**src/rlerd_pkg.sv**
```systemverilog
package rlerd_pkg;

	// field and register widths
	localparam int unsigned BYTE_W  = 8;
	localparam int unsigned DIM_W   = 16;
	localparam int unsigned CNT_W   = 2;
	localparam int unsigned CFG_IDX_W = 1;

	// register indexes on the configuration port
	localparam logic [CFG_IDX_W-1:0] REG_IMAGE_WIDTH  = 1'b0;
	localparam logic [CFG_IDX_W-1:0] REG_IMAGE_HEIGHT = 1'b1;

	// register reset values
	localparam logic [DIM_W-1:0] WIDTH_RESET  = 16'd320;
	localparam logic [DIM_W-1:0] HEIGHT_RESET = 16'd200;

	// control byte decode
	localparam logic [BYTE_W-1:0] RUN_MIN  = 8'h80;
	localparam logic [BYTE_W-1:0] LEN_MASK = 8'h7F;

	// pixels carried by one result
	localparam logic [CNT_W-1:0] ONE_PIXEL  = 2'd1;
	localparam logic [CNT_W-1:0] TWO_PIXELS = 2'd2;

	// controller states
	typedef enum logic [1:0] {
		ST_CTRL,
		ST_VAL,
		ST_LIT,
		ST_RUN
	} state_t;

	// controller to datapath
	typedef struct packed {
		logic load_ctrl;
		logic load_val;
		logic emit_run;
		logic emit_lit;
	} cmd_t;

	// datapath to controller
	typedef struct packed {
		logic ctrl_is_run;
		logic run_done;
		logic lit_done;
		logic out_free;
	} sts_t;

endpackage

```
**src/rlerd_ctrl.sv**
```systemverilog
module rlerd_ctrl (
	input  logic               clk,
	input  logic               arst_n,
	input  logic               cfg_we,
	input  logic               s_tvalid,
	output logic               s_tready,
	input  rlerd_pkg::sts_t    sts,
	output rlerd_pkg::cmd_t    cmd
);

	rlerd_pkg::state_t state_q;
	rlerd_pkg::state_t state_nxt;
	logic              s_acc;

	assign s_acc = s_tvalid && s_tready;

	// state register, a register write restarts decoding
	always_ff @(posedge clk or negedge arst_n) begin
		if (!arst_n) begin
			state_q <= rlerd_pkg::ST_CTRL;
		end else if (cfg_we) begin
			state_q <= rlerd_pkg::ST_CTRL;
		end else begin
			state_q <= state_nxt;
		end
	end

	// next state
	always_comb begin
		state_nxt = state_q;
		case (state_q)
			rlerd_pkg::ST_CTRL: begin
				if (s_acc) begin
					state_nxt = sts.ctrl_is_run ? rlerd_pkg::ST_VAL : rlerd_pkg::ST_LIT;
				end
			end
			rlerd_pkg::ST_VAL: begin
				if (s_acc) begin
					state_nxt = rlerd_pkg::ST_RUN;
				end
			end
			rlerd_pkg::ST_LIT: begin
				if (s_acc && sts.lit_done) begin
					state_nxt = rlerd_pkg::ST_CTRL;
				end
			end
			rlerd_pkg::ST_RUN: begin
				if (sts.out_free && sts.run_done) begin
					state_nxt = rlerd_pkg::ST_CTRL;
				end
			end
			default: state_nxt = rlerd_pkg::ST_CTRL;
		endcase
	end

	// outputs
	always_comb begin
		s_tready      = 1'b0;
		cmd.load_ctrl = 1'b0;
		cmd.load_val  = 1'b0;
		cmd.emit_run  = 1'b0;
		cmd.emit_lit  = 1'b0;
		case (state_q)
			rlerd_pkg::ST_CTRL: begin
				s_tready      = 1'b1;
				cmd.load_ctrl = s_tvalid;
			end
			rlerd_pkg::ST_VAL: begin
				s_tready     = 1'b1;
				cmd.load_val = s_tvalid;
			end
			rlerd_pkg::ST_LIT: begin
				s_tready     = sts.out_free;
				cmd.emit_lit = s_tvalid && sts.out_free;
			end
			rlerd_pkg::ST_RUN: begin
				cmd.emit_run = sts.out_free;
			end
			default: s_tready = 1'b0;
		endcase
	end

endmodule

```
**src/rlerd_dp.sv**
```systemverilog
module rlerd_dp (
	input  logic                                clk,
	input  logic                                arst_n,
	input  rlerd_pkg::cmd_t                     cmd,
	output rlerd_pkg::sts_t                     sts,
	input  logic [rlerd_pkg::BYTE_W-1:0]        in_byte,
	input  logic                                cfg_we,
	input  logic [rlerd_pkg::CFG_IDX_W-1:0]     cfg_index,
	input  logic [rlerd_pkg::DIM_W-1:0]         cfg_data,
	input  logic                                m_tready,
	output logic                                m_tvalid,
	output logic [23:0]                         m_tdata,
	output logic                                m_tlast,
	output logic [1:0]                          m_tuser
);

	localparam int unsigned DW = rlerd_pkg::DIM_W;
	localparam int unsigned BW = rlerd_pkg::BYTE_W;

	// one pixel counted against row and image: {end, row_left, rows_left}
	function automatic logic [2*DW:0] count_step(
		input logic [DW-1:0] row_left,
		input logic [DW-1:0] rows_left,
		input logic [DW-1:0] width,
		input logic [DW-1:0] height
	);
		logic [2*DW:0] r;
		r = {1'b0, row_left - 16'd1, rows_left};
		if (row_left == 16'd1) begin
			if (rows_left == 16'd1) begin
				r = {1'b1, width, height};
			end else begin
				r = {1'b0, width, rows_left - 16'd1};
			end
		end
		return r;
	endfunction

	logic [DW-1:0] width_q;
	logic [DW-1:0] height_q;
	logic [DW-1:0] row_left_q;
	logic [DW-1:0] rows_left_q;
	logic [BW-1:0] run_left_q;
	logic [BW-1:0] lit_left_q;
	logic [BW-1:0] pix_q;
	logic          ovr_q;

	logic          out_valid_q;
	logic [BW-1:0] out_first_q;
	logic [BW-1:0] out_second_q;
	logic [rlerd_pkg::CNT_W-1:0] out_count_q;
	logic          out_run_last_q;
	logic          out_img_last_q;
	logic          out_ovr_q;

	logic [2*DW:0] step1;
	logic [2*DW:0] step2;
	logic          end1;
	logic          two;
	logic          run_end;
	logic [BW-1:0] run_after;
	logic [BW-1:0] pkt_len;
	logic          pkt_ovr;
	logic          out_free;
	logic [DW-1:0] new_width;
	logic [DW-1:0] new_height;

	// two chained pixel counts for a pixel pair
	assign step1 = count_step(row_left_q, rows_left_q, width_q, height_q);
	assign step2 = count_step(step1[2*DW-1:DW], step1[DW-1:0], width_q, height_q);
	assign end1  = step1[2*DW];

	// run result: pair unless the image ends or one pixel is left
	assign two       = !end1 && (run_left_q > 8'd1);
	assign run_end   = two ? step2[2*DW] : end1;
	assign run_after = run_left_q - (two ? 8'd2 : 8'd1);

	// packet length and row overrun test, a zero row count means 65536
	assign pkt_len = (in_byte & rlerd_pkg::LEN_MASK) + 8'd1;
	assign pkt_ovr = (row_left_q != '0) && ({{(DW-BW){1'b0}}, pkt_len} > row_left_q);

	assign out_free = !out_valid_q || m_tready;

	assign sts.ctrl_is_run = (in_byte >= rlerd_pkg::RUN_MIN);
	assign sts.run_done    = run_end || (run_after == '0);
	assign sts.lit_done    = (lit_left_q == 8'd1) || end1;
	assign sts.out_free    = out_free;

	// register values after a configuration write
	always_comb begin
		new_width  = width_q;
		new_height = height_q;
		case (cfg_index)
			rlerd_pkg::REG_IMAGE_WIDTH:  new_width  = cfg_data;
			rlerd_pkg::REG_IMAGE_HEIGHT: new_height = cfg_data;
			default: new_width = width_q;
		endcase
	end

	// configuration, packet and image counters
	always_ff @(posedge clk or negedge arst_n) begin
		if (!arst_n) begin
			width_q     <= rlerd_pkg::WIDTH_RESET;
			height_q    <= rlerd_pkg::HEIGHT_RESET;
			row_left_q  <= rlerd_pkg::WIDTH_RESET;
			rows_left_q <= rlerd_pkg::HEIGHT_RESET;
			run_left_q  <= '0;
			lit_left_q  <= '0;
			ovr_q       <= 1'b0;
		end else if (cfg_we) begin
			width_q     <= new_width;
			height_q    <= new_height;
			row_left_q  <= new_width;
			rows_left_q <= new_height;
			run_left_q  <= '0;
			lit_left_q  <= '0;
			ovr_q       <= 1'b0;
		end else begin
			if (cmd.load_ctrl) begin
				ovr_q <= pkt_ovr;
				if (sts.ctrl_is_run) begin
					run_left_q <= pkt_len;
				end else begin
					lit_left_q <= pkt_len;
				end
			end
			if (cmd.emit_run) begin
				row_left_q  <= two ? step2[2*DW-1:DW] : step1[2*DW-1:DW];
				rows_left_q <= two ? step2[DW-1:0] : step1[DW-1:0];
				run_left_q  <= sts.run_done ? '0 : run_after;
				if (run_end) begin
					ovr_q <= 1'b0;
				end
			end
			if (cmd.emit_lit) begin
				row_left_q  <= step1[2*DW-1:DW];
				rows_left_q <= step1[DW-1:0];
				lit_left_q  <= sts.lit_done ? '0 : lit_left_q - 8'd1;
				if (end1) begin
					ovr_q <= 1'b0;
				end
			end
		end
	end

	// run value
	always_ff @(posedge clk) begin
		if (cmd.load_val) begin
			pix_q <= in_byte;
		end
	end

	// output register valid
	always_ff @(posedge clk or negedge arst_n) begin
		if (!arst_n) begin
			out_valid_q <= 1'b0;
		end else if (cmd.emit_run || cmd.emit_lit) begin
			out_valid_q <= 1'b1;
		end else if (m_tready) begin
			out_valid_q <= 1'b0;
		end
	end

	// output register payload
	always_ff @(posedge clk) begin
		if (cmd.emit_run) begin
			out_first_q    <= pix_q;
			out_second_q   <= two ? pix_q : '0;
			out_count_q    <= two ? rlerd_pkg::TWO_PIXELS : rlerd_pkg::ONE_PIXEL;
			out_run_last_q <= sts.run_done;
			out_img_last_q <= run_end;
			out_ovr_q      <= ovr_q;
		end else if (cmd.emit_lit) begin
			out_first_q    <= in_byte;
			out_second_q   <= '0;
			out_count_q    <= rlerd_pkg::ONE_PIXEL;
			out_run_last_q <= 1'b1;
			out_img_last_q <= end1;
			out_ovr_q      <= ovr_q;
		end
	end

	assign m_tvalid = out_valid_q;
	assign m_tdata  = {6'd0, out_count_q, out_second_q, out_first_q};
	assign m_tlast  = out_img_last_q;
	assign m_tuser  = {out_ovr_q, out_run_last_q};

endmodule

```
**src/rle_image_row_decoder_top.sv**
```systemverilog
// output: a result is registered and shows in the cycle after the byte or step that makes it
// control byte: no result; literal byte: one result
// run value: taken, then pixel-pair results (a single pixel where one is left or the image ends), input stalled
// throughput is set by the one-pair-per-cycle counter step in the datapath, while the output is not stalled
// reset: asynchronous active low; width 320, height 200, decoder waits for a control byte
module rle_image_row_decoder_top (
	input  logic                              clk,
	input  logic                              arst_n,
	input  logic                              s_tvalid,
	output logic                              s_tready,
	input  logic [7:0]                        s_tdata,   // in_byte
	output logic                              m_tvalid,
	input  logic                              m_tready,
	output logic [23:0]                       m_tdata,   // pixel_first, pixel_second, pixel_count
	output logic                              m_tlast,   // image_last
	output logic [1:0]                        m_tuser,   // run_last, row_overrun
	input  logic                              cfg_we,
	input  logic [rlerd_pkg::CFG_IDX_W-1:0]   cfg_index,
	input  logic [rlerd_pkg::DIM_W-1:0]       cfg_data
);

	rlerd_pkg::cmd_t cmd;
	rlerd_pkg::sts_t sts;

	// sequencer
	rlerd_ctrl u_ctrl (
		.clk      (clk),
		.arst_n   (arst_n),
		.cfg_we   (cfg_we),
		.s_tvalid (s_tvalid),
		.s_tready (s_tready),
		.sts      (sts),
		.cmd      (cmd)
	);

	// counters and output register
	rlerd_dp u_dp (
		.clk       (clk),
		.arst_n    (arst_n),
		.cmd       (cmd),
		.sts       (sts),
		.in_byte   (s_tdata),
		.cfg_we    (cfg_we),
		.cfg_index (cfg_index),
		.cfg_data  (cfg_data),
		.m_tready  (m_tready),
		.m_tvalid  (m_tvalid),
		.m_tdata   (m_tdata),
		.m_tlast   (m_tlast),
		.m_tuser   (m_tuser)
	);

`ifndef SYNTHESIS
	// input is held off while a run emits its pixels
	a_run_stalls_input: assert property (@(posedge clk) disable iff (!arst_n)
		cmd.emit_run |-> !s_tready)
		else $error("input accepted during run emission");

	// a result is written only into a free output register
	a_emit_when_free: assert property (@(posedge clk) disable iff (!arst_n)
		(cmd.emit_run || cmd.emit_lit) |-> (!m_tvalid || m_tready))
		else $error("output transaction overwritten");

	// the image's final pixel closes the transactions of its byte
	a_image_end_last: assert property (@(posedge clk) disable iff (!arst_n)
		(m_tvalid && m_tlast) |-> m_tuser[0])
		else $error("image end without run_last");

	// one or two pixels in every result
	a_pixel_count: assert property (@(posedge clk) disable iff (!arst_n)
		m_tvalid |-> (m_tdata[17:16] == rlerd_pkg::ONE_PIXEL ||
			m_tdata[17:16] == rlerd_pkg::TWO_PIXELS))
		else $error("bad pixel count");
`endif

endmodule
```
**config.mk**
```make
export PLATFORM = sky130hd
export DESIGN_NAME = rle_image_row_decoder_top
export DESIGN_NICKNAME = d
export VERILOG_FILES = /design/src/rlerd_pkg.sv /design/src/rlerd_ctrl.sv /design/src/rlerd_dp.sv /design/src/rle_image_row_decoder_top.sv
export SDC_FILE = /design/constraint.sdc
export NUM_CORES = 1
export LEC_CHECK = 0
export ABC_AREA = 1
export BUFFER_PORTS_ARGS = -buffer_cell sky130_fd_sc_hd__buf_4
export CORE_UTILIZATION = 55
export CTS_CLUSTER_DIAMETER = 80
export DETAILED_ROUTE_END_ITERATION = 16
export PLACE_DENSITY = 0.74
export SLEW_MARGIN = 20
export SYNTH_ARGS = -nofsm -noshare
export SYNTH_HDL_FRONTEND = slang
export SYNTH_SLANG_ARGS = --single-unit
```
**constraint.sdc**
```tcl
create_clock -name clk -period 8.3 [get_ports clk]
set_input_delay 0.83 -clock clk [delete_from_list [all_inputs] [get_ports clk]]
set_output_delay 0.83 -clock clk [all_outputs]
set_load 0.01 [all_outputs]
```
# After elaboration in Yosys (flattened, before gate mapping)
# Cells that the tools add are included.
[classes] n_addsub=7 n_lt_le_gt_ge=3 eq_ne=13 muxes=60 n_reduce_logical=25
[op_table] cell="16-bit 2-to-1 mux" n=10
[op_table] cell="33-bit 2-to-1 mux" n=4
[op_table] cell="8-bit 2-to-1 mux" n=15
[op_table] cell="16-bit by 1-bit equality test with 1-bit output, second input constant" n=4
[op_table] cell="16-bit by 1-bit subtractor with 16-bit output, second input constant" n=4
[op_table] cell="2-bit 2-to-1 mux" n=10
[op_table] cell="1-bit 2-to-1 mux" n=19
[op_table] cell="8-bit by 16-bit > comparator with 1-bit output" n=1
[op_table] cell="16-bit nonzero test" n=1
[op_table] cell="3-bit by 2-bit inequality test with 1-bit output, second input constant" n=5
[op_table] cell="3-bit nonzero test" n=4
[op_table] cell="7-bit by 1-bit adder with 8-bit output, second input constant" n=1
[op_table] cell="8-bit by 1-bit equality test with 1-bit output, second input constant" n=1
[op_table] cell="8-bit greater-or-equal comparator, second input constant" n=1
[op_table] cell="8-bit by 1-bit > comparator with 1-bit output, second input constant" n=1
[op_table] cell="8-bit zero test" n=1
[op_table] cell="2-bit one-hot mux with 4 select lines" n=1
[op_table] cell="8-bit by 1-bit subtractor with 8-bit output, second input constant" n=1
[op_table] cell="8-bit subtractor" n=1
[op_table] cell="1-bit logical AND" n=6
[op_table] cell="2-bit equality test, second input constant" n=2
[op_table] cell="1-bit logical OR" n=4
[op_table] cell="2-bit AND reduction" n=2
[op_table] cell="4-bit AND reduction" n=1
[op_table] cell="other kinds (6)" n=8
[totals] register_bits=113 in_bits=30 output_inout_bits=29

# Depth between registers and ports, before layout
# Gate-level depths: netlist of the first run.
[depth] depth_word=13 ltp_mapped=26 mapped_depth_nobuf=26

# Hierarchy
# From an unflattened synthesis of the first run, not the netlist that was laid out.
[hier_totals] hier_cells=1374 area_unflattened_um2=9422.8
[modules_own_cells] mod="rlerd_dp" instances=1 cells_each=1341 area_each_um2=9216.3 seq_area_each_um2=2935.3
[modules_own_cells] mod="rlerd_ctrl" instances=1 cells_each=33 area_each_um2=206.4 seq_area_each_um2=50.0

# Least setup slack after synthesis of the first run
# Ideal clock, no wire load.
[synth_path] path_type="flip-flop to flip-flop" startpoint="register u_dp.row_left_q[8]" endpoint="register u_ctrl.state_q[0]" arrival_time_ns=3.084 required_time_ns=8.183 slack_ns=5.099 stages_incl_launch_ff=20 period_less_slack_ns=3.201 cell_sequence="dfstp_2 nor2_4 nand2_1 nor2_4 nand2_2 buf_6 nor2_4 nor2_1 inv_1 ha_1 fa_1 xor2_1 nor4_1 nand4_1 nand3_4 nand2_2 nand2_2 nand2_1 nand2_1 nand2_1"
[synth_via] elab_chain_len=11 elab_cells_between_ends=20
[synth_rtl] item="start: declaration" line="rlerd_dp.sv:41" rtl="logic [DW-1:0] row_left_q;"
[synth_rtl] item="start signal: assignment" line="rlerd_dp.sv:105" rtl="row_left_q <= rlerd_pkg::WIDTH_RESET;"
[synth_rtl] item="start signal: assignment" line="rlerd_dp.sv:113" rtl="row_left_q <= new_width;"
[synth_rtl] item="start signal: assignment" line="rlerd_dp.sv:128" rtl="row_left_q <= two ? step2[2*DW-1:DW] : step1[2*DW-1:DW];"
[synth_rtl] item="16-bit by 1-bit equality test with 1-bit output (*)" line="rlerd_dp.sv:29" rtl="if (row_left == 16'd1) begin"
[synth_rtl] item="33-bit 2-to-1 mux (*)" line="rlerd_dp.sv:29"
[synth_rtl] item="1-bit zero test (*)" line="rlerd_dp.sv:74" rtl="assign two = !end1 && (run_left_q > 8'd1);"
[synth_rtl] item="1-bit logical AND (*)" line="rlerd_dp.sv:74"
[synth_rtl] item="named net u_dp.two" line="rlerd_dp.sv:59" rtl="logic two;"
[synth_rtl] item="2-bit 2-to-1 mux" line="rlerd_dp.sv:76" rtl="assign run_after = run_left_q - (two ? 8'd2 : 8'd1);"
[synth_rtl] item="8-bit subtractor" line="rlerd_dp.sv:76"
[synth_rtl] item="8-bit zero test" line="rlerd_dp.sv:85" rtl="assign sts.run_done = run_end || (run_after == '0);"
[synth_rtl] item="1-bit logical OR (*)" line="rlerd_dp.sv:85"
[synth_rtl] item="1-bit logical AND (*)" line="rlerd_ctrl.sv:48" rtl="if (sts.out_free && sts.run_done) begin"
[synth_rtl] item="3-bit by 2-bit inequality test with 1-bit output (no source line) (*)"
[synth_rtl] item="4-bit AND reduction (no source line) (*)"
[synth_rtl] item="end signal: assignment" line="rlerd_ctrl.sv:20" rtl="state_q <= rlerd_pkg::ST_CTRL;"
[synth_rtl] item="end signal: assignment" line="rlerd_ctrl.sv:22" rtl="state_q <= rlerd_pkg::ST_CTRL;"
[synth_rtl] item="end signal: assignment" line="rlerd_ctrl.sv:24" rtl="state_q <= state_nxt;"
[synth_rtl] item="end: declaration" line="rlerd_ctrl.sv:11" rtl="rlerd_pkg::state_t state_q;"
# Mark *: on every way through the listed nets, which the timed path passes. The rest lies on a longest branch.
# A chain may end at the register's enable or synchronous reset.

# Worst setup path after layout of the first run
[layout_path] startpoint="register u_dp.row_left_q[8]" endpoint="register u_dp.row_left_q[5]"
[layout_via] elab_chain_len=8 elab_cells_between_ends=12
[layout_rtl] item="16-bit by 1-bit equality test with 1-bit output / 16-bit by 1-bit subtractor with 16-bit output (equally long branches)" line="rlerd_dp.sv:29, rlerd_dp.sv:28"
[layout_rtl] item="33-bit 2-to-1 mux (*)" line="rlerd_dp.sv:29"
[layout_rtl] item="16-bit by 1-bit subtractor with 16-bit output (tied with other cells)" line="rlerd_dp.sv:28" rtl="r = {1'b0, row_left - 16'd1, rows_left};"
[layout_rtl] item="33-bit 2-to-1 mux / 1-bit logical AND (equally long branches)" line="rlerd_dp.sv:29, rlerd_dp.sv:74"
[layout_rtl] item="16-bit 2-to-1 mux" line="rlerd_dp.sv:128"
[layout_rtl] item="16-bit 2-to-1 mux" line="rlerd_dp.sv:127" rtl="if (cmd.emit_run) begin"
[layout_rtl] item="16-bit 2-to-1 mux (*)" line="rlerd_dp.sv:135" rtl="if (cmd.emit_lit) begin"
[layout_rtl] item="16-bit 2-to-1 mux (*)" line="rlerd_dp.sv:110" rtl="end else if (cfg_we) begin"
# Every way passes the cells marked *; elsewhere a longest branch is shown, timed or not. The select of a mux whose other input is x is not followed.

==> results of run 1 <==
==> state kept, by name (all words and copies together) (netlist names) <==
signal	cells
u_dp.rows_left_q	16
u_dp.ovr_q	1
u_dp.lit_left_q	8
u_dp.row_left_q	16
u_dp.out_count_q	2
u_dp.out_ovr_q	1
u_dp.m_tvalid	1
u_dp.height_q	16
u_dp.out_run_last_q	1
u_dp.width_q	16
u_dp.run_left_q	8
u_dp.m_tlast	1
u_ctrl.state_q	2
u_dp.out_second_q	8
u_dp.pix_q	8
u_dp.out_first_q	8
==> metal layers <==
metal,global-route usage,routed length [µm],vias up
met5,0,0,-
met4,0.124,705,0
met3,0.0574,2300,63
met2,0.531,12000,446
met1,0.443,11300,4119
li1,-,-,4375
==> area by class of cell <==
type,instances,area [µm²],area share
Sequential cell,113,2990,0.299
Clock buffer,21,450,0.0451
Clock inverter,11,113,0.0113
Timing Repair Buffer,58,435,0.0436
Multi-Input combinational cell,992,5090,0.511
Tap cell,216,270,0.0271
Inverter,167,628,0.0630
==> cells by family (layout without fill, tap and decap cells) <==
family	count (synthesis)	after routing	share of synthesized area
other	1	6	0.000418
adder cells (fa/ha/maj)	25	25	0.0357
AO/OA/AOI/OAI	262	262	0.171
XOR/XNOR	35	35	0.0342
AND/OR/NAND/NOR	664	664	0.325
buffers and inverters	217	257	0.101
flip-flops	113	113	0.333
==> final timing paths <==
kind	cells after the start	to	from	slack (ns)
min in group clk	0	u_dp.out_ovr_q	u_dp.ovr_q	0.45
max in group asynchronous	2	u_dp.height_q[0]	arst_n	6.87
worst min-delay path	1	u_dp.lit_left_q[5]	arst_n	0.31
worst min register to register	0	u_dp.out_ovr_q	u_dp.ovr_q	0.45
worst max-delay path	17	u_dp.row_left_q[5]	u_dp.row_left_q[8]	3.62
worst max register to register	17	u_dp.row_left_q[5]	u_dp.row_left_q[8]	3.62
==> power by group <==
| group | switching, mW | internal (mW) |
|---|---|---|
| sequential | 0.159 | 0.737 |
| clock | 0.263 | 0.446 |
| combinational | 0.858 | 0.432 |
| total | 1.28 | 1.61 |
==> worst max-delay path: cells and delay by family, from the launching register on <==
kind                   cells  cell delay [ns]
flip-flops                 1             0.57
AO/OA/AOI/OAI              2             0.49
AND/OR/NAND/NOR           13             2.39
buffers and inverters      2             1.10
==> cells in the final DEF (no fill, tap or decap), types with 7 or more instances in the layout <==
cell type  instances
nand2_1          303
nor2_1           176
inv_1            159
nand3_1          102
o21ai_0           93
a21oi_1           83
dfrtp_1           74
buf_4             58
xor2_1            31
edfxtp_1          29
o21bai_1          24
ha_1              24
nor2_2            20
nand4_1           19
clkbuf_16         17
o211ai_1          16
o21ai_1           11
nand2_2           10
dfstp_2           10
nor3_1             8
nor2_4             7
clkinv_2           7
==> per-stage QoR <==
stage	power, mW	instances	setup slack [ns]
3_3_place_gp	2.14	1546	3.91
5_1_grt	3.10	1578	3.37
2_1_floorplan	1.80	1322	5.10
3_5_place_dp	2.16	1546	3.82
6_report	2.89	1578	3.62
4_1_cts	2.87	1578	3.73
==> run_results.csv, run 1 <==
group,metric,value,unit
clock_network,tritoncts,"built",
grt,grt_max_degree,78,
yosys,synthTopCellsByCount,"nand2_1 (303), nor2_1 (177), inv_1 (159)",
setup_path,crit_arrival,4.99,ns
drt,vias_per_cell,5.71,
yosys,synthArstFlopShare,0.743,
grt,overflow,0,
layout,drive_above_1_share,0.118,
die,fp.dieW,130,µm
placement,io_buffers,52,
drt,first_iter_violations,961,
grt,grtUsageTotal,0.329,
sta,clock_skew,0.00764,ns
setup_path,crit_path_end_kind,"flip-flop",
sta,relSlewSlack,0.358,
clock_network,htreeDepth,4,
drt,drtPass1Iterations,6,
placement,finalWeightedCongestion,1.01,
drt,final_antenna_net_count,0,
layout,fill_cells,1452,
grt,grt_pass1_vias,8153,
sta,rsz0062_at_grt,"false",
grt,grt_pass1_wl,42.1,mm
layout,nets,1404,
layout,stdcell_area,9980,µm²
placement,dp_hpwl,19.2,mm
layout,syn2layout_area_growth,11.2,%
layout,final_util,0.628,
clock_network,post_cts_resized,0,
die,die-area,16800,µm²
clock_network,clkTransAtPathRegs,0.06,ns
drt,routed_wl,26.3,mm
yosys,ys_seq_elements,113,
yosys,yosysSeqAreaShare,0.333,
drt,wl_per_cell,16.7,µm
yosys,syn_inst,1317,
power_and_ir_drop,power.leakage,4.74,nW
die,fp.coreArea,15900,µm²
sta,tightest_slew,0.960,ns
layout,n_antenna_cell,0,
sta,fmax,214,MHz
die,rows,46,
clock_network,cts_setup_buffers,0,
sta,holdWs,0.310,ns
outcome,status,"completed",
sta,setup_viol,0,
sta,hold_violations,0,
clock_network,clockRootBuffer,"clkbuf_16",
yosys,synthesis.area,8970,µm²
drt,vias,9003,
yosys,yosysTopAreaCell,"dfrtp_1",
clock_network,cts_num_sinks,113,
power_and_ir_drop,power.density,290,nW/µm²
clock_network,hold_buffers,0,
die,io_pins,59,
setup_path,path_max_fanout,39,
sta,post-route-period-util,0.564,
yosys,synth.avg_cell_area,6.81,µm²
sta,tns,0,ns
sta,finalMaxSlewViolations,0,
setup_path,path_class,"reg2reg",
setup_path,crit_top_cell,"nand2_1",
yosys,synth_edf_count,29,
clock_network,numCtsBuffers,17,
flow_run,cap_violations,0,
clock_network,clk_latency,0.42,ns
yosys,synthDominantCellAreaShare,0.206,
setup_path,cp_cell_sequence,"nor2_4 -> nand2_1 -> nor2_4 -> nand2_2 -> clkinv_2 -> o21ai_2 -> nand2_1 -> nor2_4 -> nand2_1 -> nor2_1 -> nand3_2 -> inv_1 -> nand2_1 -> o211ai_1 -> nand2_1 -> nand2_1 -> nand2_1",
clock_network,clockBufferDepth,2,
sta,fin_crit,4.68,ns
setup_path,startpoint_type,"flip-flop",
yosys,synth.area.top_cells,"dfrtp_1 (21%), nand2_1 (13%), edfxtp_1 (9.7%), nor2_1 (7.4%), inv_1 (6.7%)",
die,start_util,0.565,
setup_path,slowest_stage,"clkinv_2",
setup_path,cpPeakStageDelay,0.76,ns
yosys,yosysMostFrequentCell,"nand2_1",
grt,antenna_found_initial,0,
hold_path,hold_class,"in2async",
die,die_h,130,µm
yosys,synth_warnings,0,
power_and_ir_drop,ir_worst_vdd,0.181,mV
placement,dpl_cell_area,9410,µm²
yosys,ys.flop_type,"dfrtp_1",
yosys,synth.distinct_cells,56,
setup_path,crit_required,8.61,ns
drt,drc,0,
Note: power is estimated with default switching activity, not from simulation.
==> inputs of run 2 (changes only) <==
clock period = 4.56 ns   (was 8.3 ns; I/O delays follow)
==> run 2 against run 1 <==
Compared with the run above: global-route usage rose by 0.34 points; maximum frequency up 26%; core utilization about the same; die area stayed put; combinational power is 84% higher; hold slack worse by 0.20 ns; final area about the same; sequential share of layout area about the same; largest cell class unchanged; highest routed layer unchanged; setup slack worse by 2.8 ns; critical path depth is 8 higher; via count grew 0.74%; power is 80% higher.
==> run_results.csv, run 2 (synthesized netlist as in run 1, its figures left out) <==
group,metric,value,unit
placement,dp_hpwl,19.9,mm
power_and_ir_drop,power.density,522,nW/µm²
grt,antenna_found_initial,0,
setup_path,crit_path_end_kind,"flip-flop",
setup_path,crit_arrival,4.01,ns
setup_path,rr_worst_depth,25,
power_and_ir_drop,p_sw,2.32,mW
grt,grt_pass1_vias,8397,
clock_network,tritoncts,"built",
drt,drtPass1Iterations,6,
outcome,status,"completed",
flow_run,cap_violations,0,
drt,first_iter_violations,1041,
sta,clock_skew,0.00948,ns
hold_path,hold_class,"in2async",
clock_network,htreeDepth,4,
drt,routed_wl,26.7,mm
placement,dp_slack,0.953,ns
layout,final_cell_mix,"nand2_1 (303), nor2_1 (176), inv_1 (159)",
sta,tns,0,ns
drt,wl_per_cell,16.9,µm
setup_path,reg2reg_to,"u_ctrl.state_q[0]",
die,fp.coreArea,15900,µm²
setup_path,path_class,"reg2reg",
sta,worst_slack,0.855,ns
clock_network,clkTransAtPathRegs,0.05,ns
placement,io_buffers,52,
grt,overflow,0,
drt,final_antenna_net_count,0,
die,fp.dieW,130,µm
layout,syn2layout_area_growth,11.2,%
layout,layout_commonest_cell,"nand2_1",
setup_path,rrSetupSlack,0.86,ns
layout,fill_cells,1458,
power_and_ir_drop,pwr-share-seq,0.314,
clock_network,cts_num_sinks,113,
sta,post-route-period-util,0.812,
die,die_h,130,µm
setup_path,path_max_fanout,11,
sta,finalMaxSlewViolations,0,
sta,rsz0062_at_grt,"false",
drt,vias_per_cell,5.73,
clock_network,cts_setup_buffers,0,
sta,hold_violations,0,
layout,drive_above_1_share,0.118,
grt,grt_pass1_wl,43.1,mm
placement,dpl_cell_area,9450,µm²
die,io_pins,59,
sta,fmax,270,MHz
clock_network,clk_latency,0.41,ns
drt,vias,9070,
layout,nets,1409,
clock_network,clockBufferDepth,2,
power_and_ir_drop,switching_share,0.445,
sta,fin_crit,3.70,ns
die,die-area,16800,µm²
power_and_ir_drop,power_frac_comb,0.457,
setup_path,r2r_start,"u_dp.rows_left_q[1]",
layout,multi_input_area,5090,µm²
setup_path,crit_path_end,"u_ctrl.state_q[0]",
setup_path,crit_required,4.86,ns
clock_network,post_cts_resized,0,
drt,drc,0,
grt,grtUsageTotal,0.332,
sta,setup_viol,0,
power_and_ir_drop,ir_worst_vdd,0.303,mV
sta,relSlewSlack,0.352,
layout,stdcell_area,9970,µm²
setup_path,startpoint_type,"flip-flop",
power_and_ir_drop,power.leakage,4.74,nW
sta,holdWs,0.107,ns
die,start_util,0.565,
clock_network,numCtsBuffers,17,
clock_network,hold_buffers,0,
layout,seqCellArea,2990,µm²
placement,finalWeightedCongestion,1.00,
power_and_ir_drop,p_int,2.89,mW
clock_network,clockRootBuffer,"clkbuf_16",
power_and_ir_drop,clkPwrFrac,0.230,
setup_path,cp-startpoint,"u_dp.rows_left_q[1]",
grt,grt_max_degree,78,
layout,n_antenna_cell,0,
die,rows,46,
sta,tightest_slew,0.967,ns
==> run 2: cell types whose count changed in the layout (fill, tap and decap cells not counted) <==
cell / before / now
buf_4: 58 / 63
clkinv_1: 3 / 6
bufinv_16: 2 / 1
clkbuf_1: 3 / 4
clkinv_2: 7 / 6
clkinv_4: 1 / 0
clkinvlp_4: 1 / 0
inv_4: 1 / 0
==> run 2: layer usage <==
metal	up-vias	track usage	wire length, µm
met4	0	0.119	735
met3	62	0.0652	2130
met2	437	0.537	12500
li1	4357	-	-
met5	-	0	0
met1	4214	0.445	11300
==> run 2: worst max-delay path, stage by stage (launching register included) <==
cell and delay, ns:
dfrtp_1 0.43, inv_1 0.12, ha_1 0.20, inv_1 0.05
nor2_1 0.10, nand2_1 0.10, nor2_4 0.23, nand2_4 0.17
nor2_4 0.24, nor2_1 0.14, inv_1 0.22, ha_1 0.27
nand2_1 0.08, nand2_1 0.06, nor2_1 0.12, inv_1 0.07
o21ai_0 0.14, nand2_1 0.06, inv_1 0.10, nand4_1 0.21
nand3_4 0.19, nand2_2 0.06, nand2_2 0.07, nand2_1 0.05
nand2_1 0.06, nand2_1 0.05
==> run 2: stage by stage <==
step | util | power, mW | std cells
global placement | 0.595 | 3.94 | 1551
CTS | 0.628 | 5.16 | 1582
global route | 0.628 | 5.59 | 1582
detailed placement | 0.595 | 3.95 | 1551
floorplan | - | 3.28 | 1322
finish | 0.628 | 5.20 | 1582
==> run 2: layout make-up <==
class,count,share of cell area
Multi-Input combinational cell,992,0.511
Tap cell,216,0.0271
Clock inverter,9,0.00665
Timing Repair Buffer,63,0.0474
Inverter,167,0.0630
Clock buffer,22,0.0455
Sequential cell,113,0.299
==> run 2: power groups by stage <==
| stage | registers (mW) | clock network [mW] | logic, mW |
|---|---|---|---|
| 2_1_floorplan | 1.57 | 0 | 1.71 |
| 3_3_place_gp | 1.63 | 0 | 2.30 |
| 3_5_place_dp | 1.64 | 0 | 2.31 |
| 4_1_cts | 1.62 | 1.20 | 2.33 |
| 5_1_grt | 1.67 | 1.24 | 2.68 |
| 6_report | 1.63 | 1.19 | 2.37 |
==> run 2: worst min-delay path by stage <==
| stage | startpoint | endpoint | slack, ns |
|---|---|---|---|
| 2_1_floorplan | arst_n | u_ctrl.state_q[0] | 0.16 |
| 4_1_cts | arst_n | u_dp.lit_left_q[2] | 0.14 |
| 3_5_place_dp | u_dp.ovr_q | u_dp.out_ovr_q | 0.48 |
| 5_1_grt | arst_n | u_dp.lit_left_q[2] | 0.17 |
| 3_3_place_gp | u_dp.ovr_q | u_dp.out_ovr_q | 0.48 |
| 6_report | arst_n | u_dp.lit_left_q[3] | 0.11 |
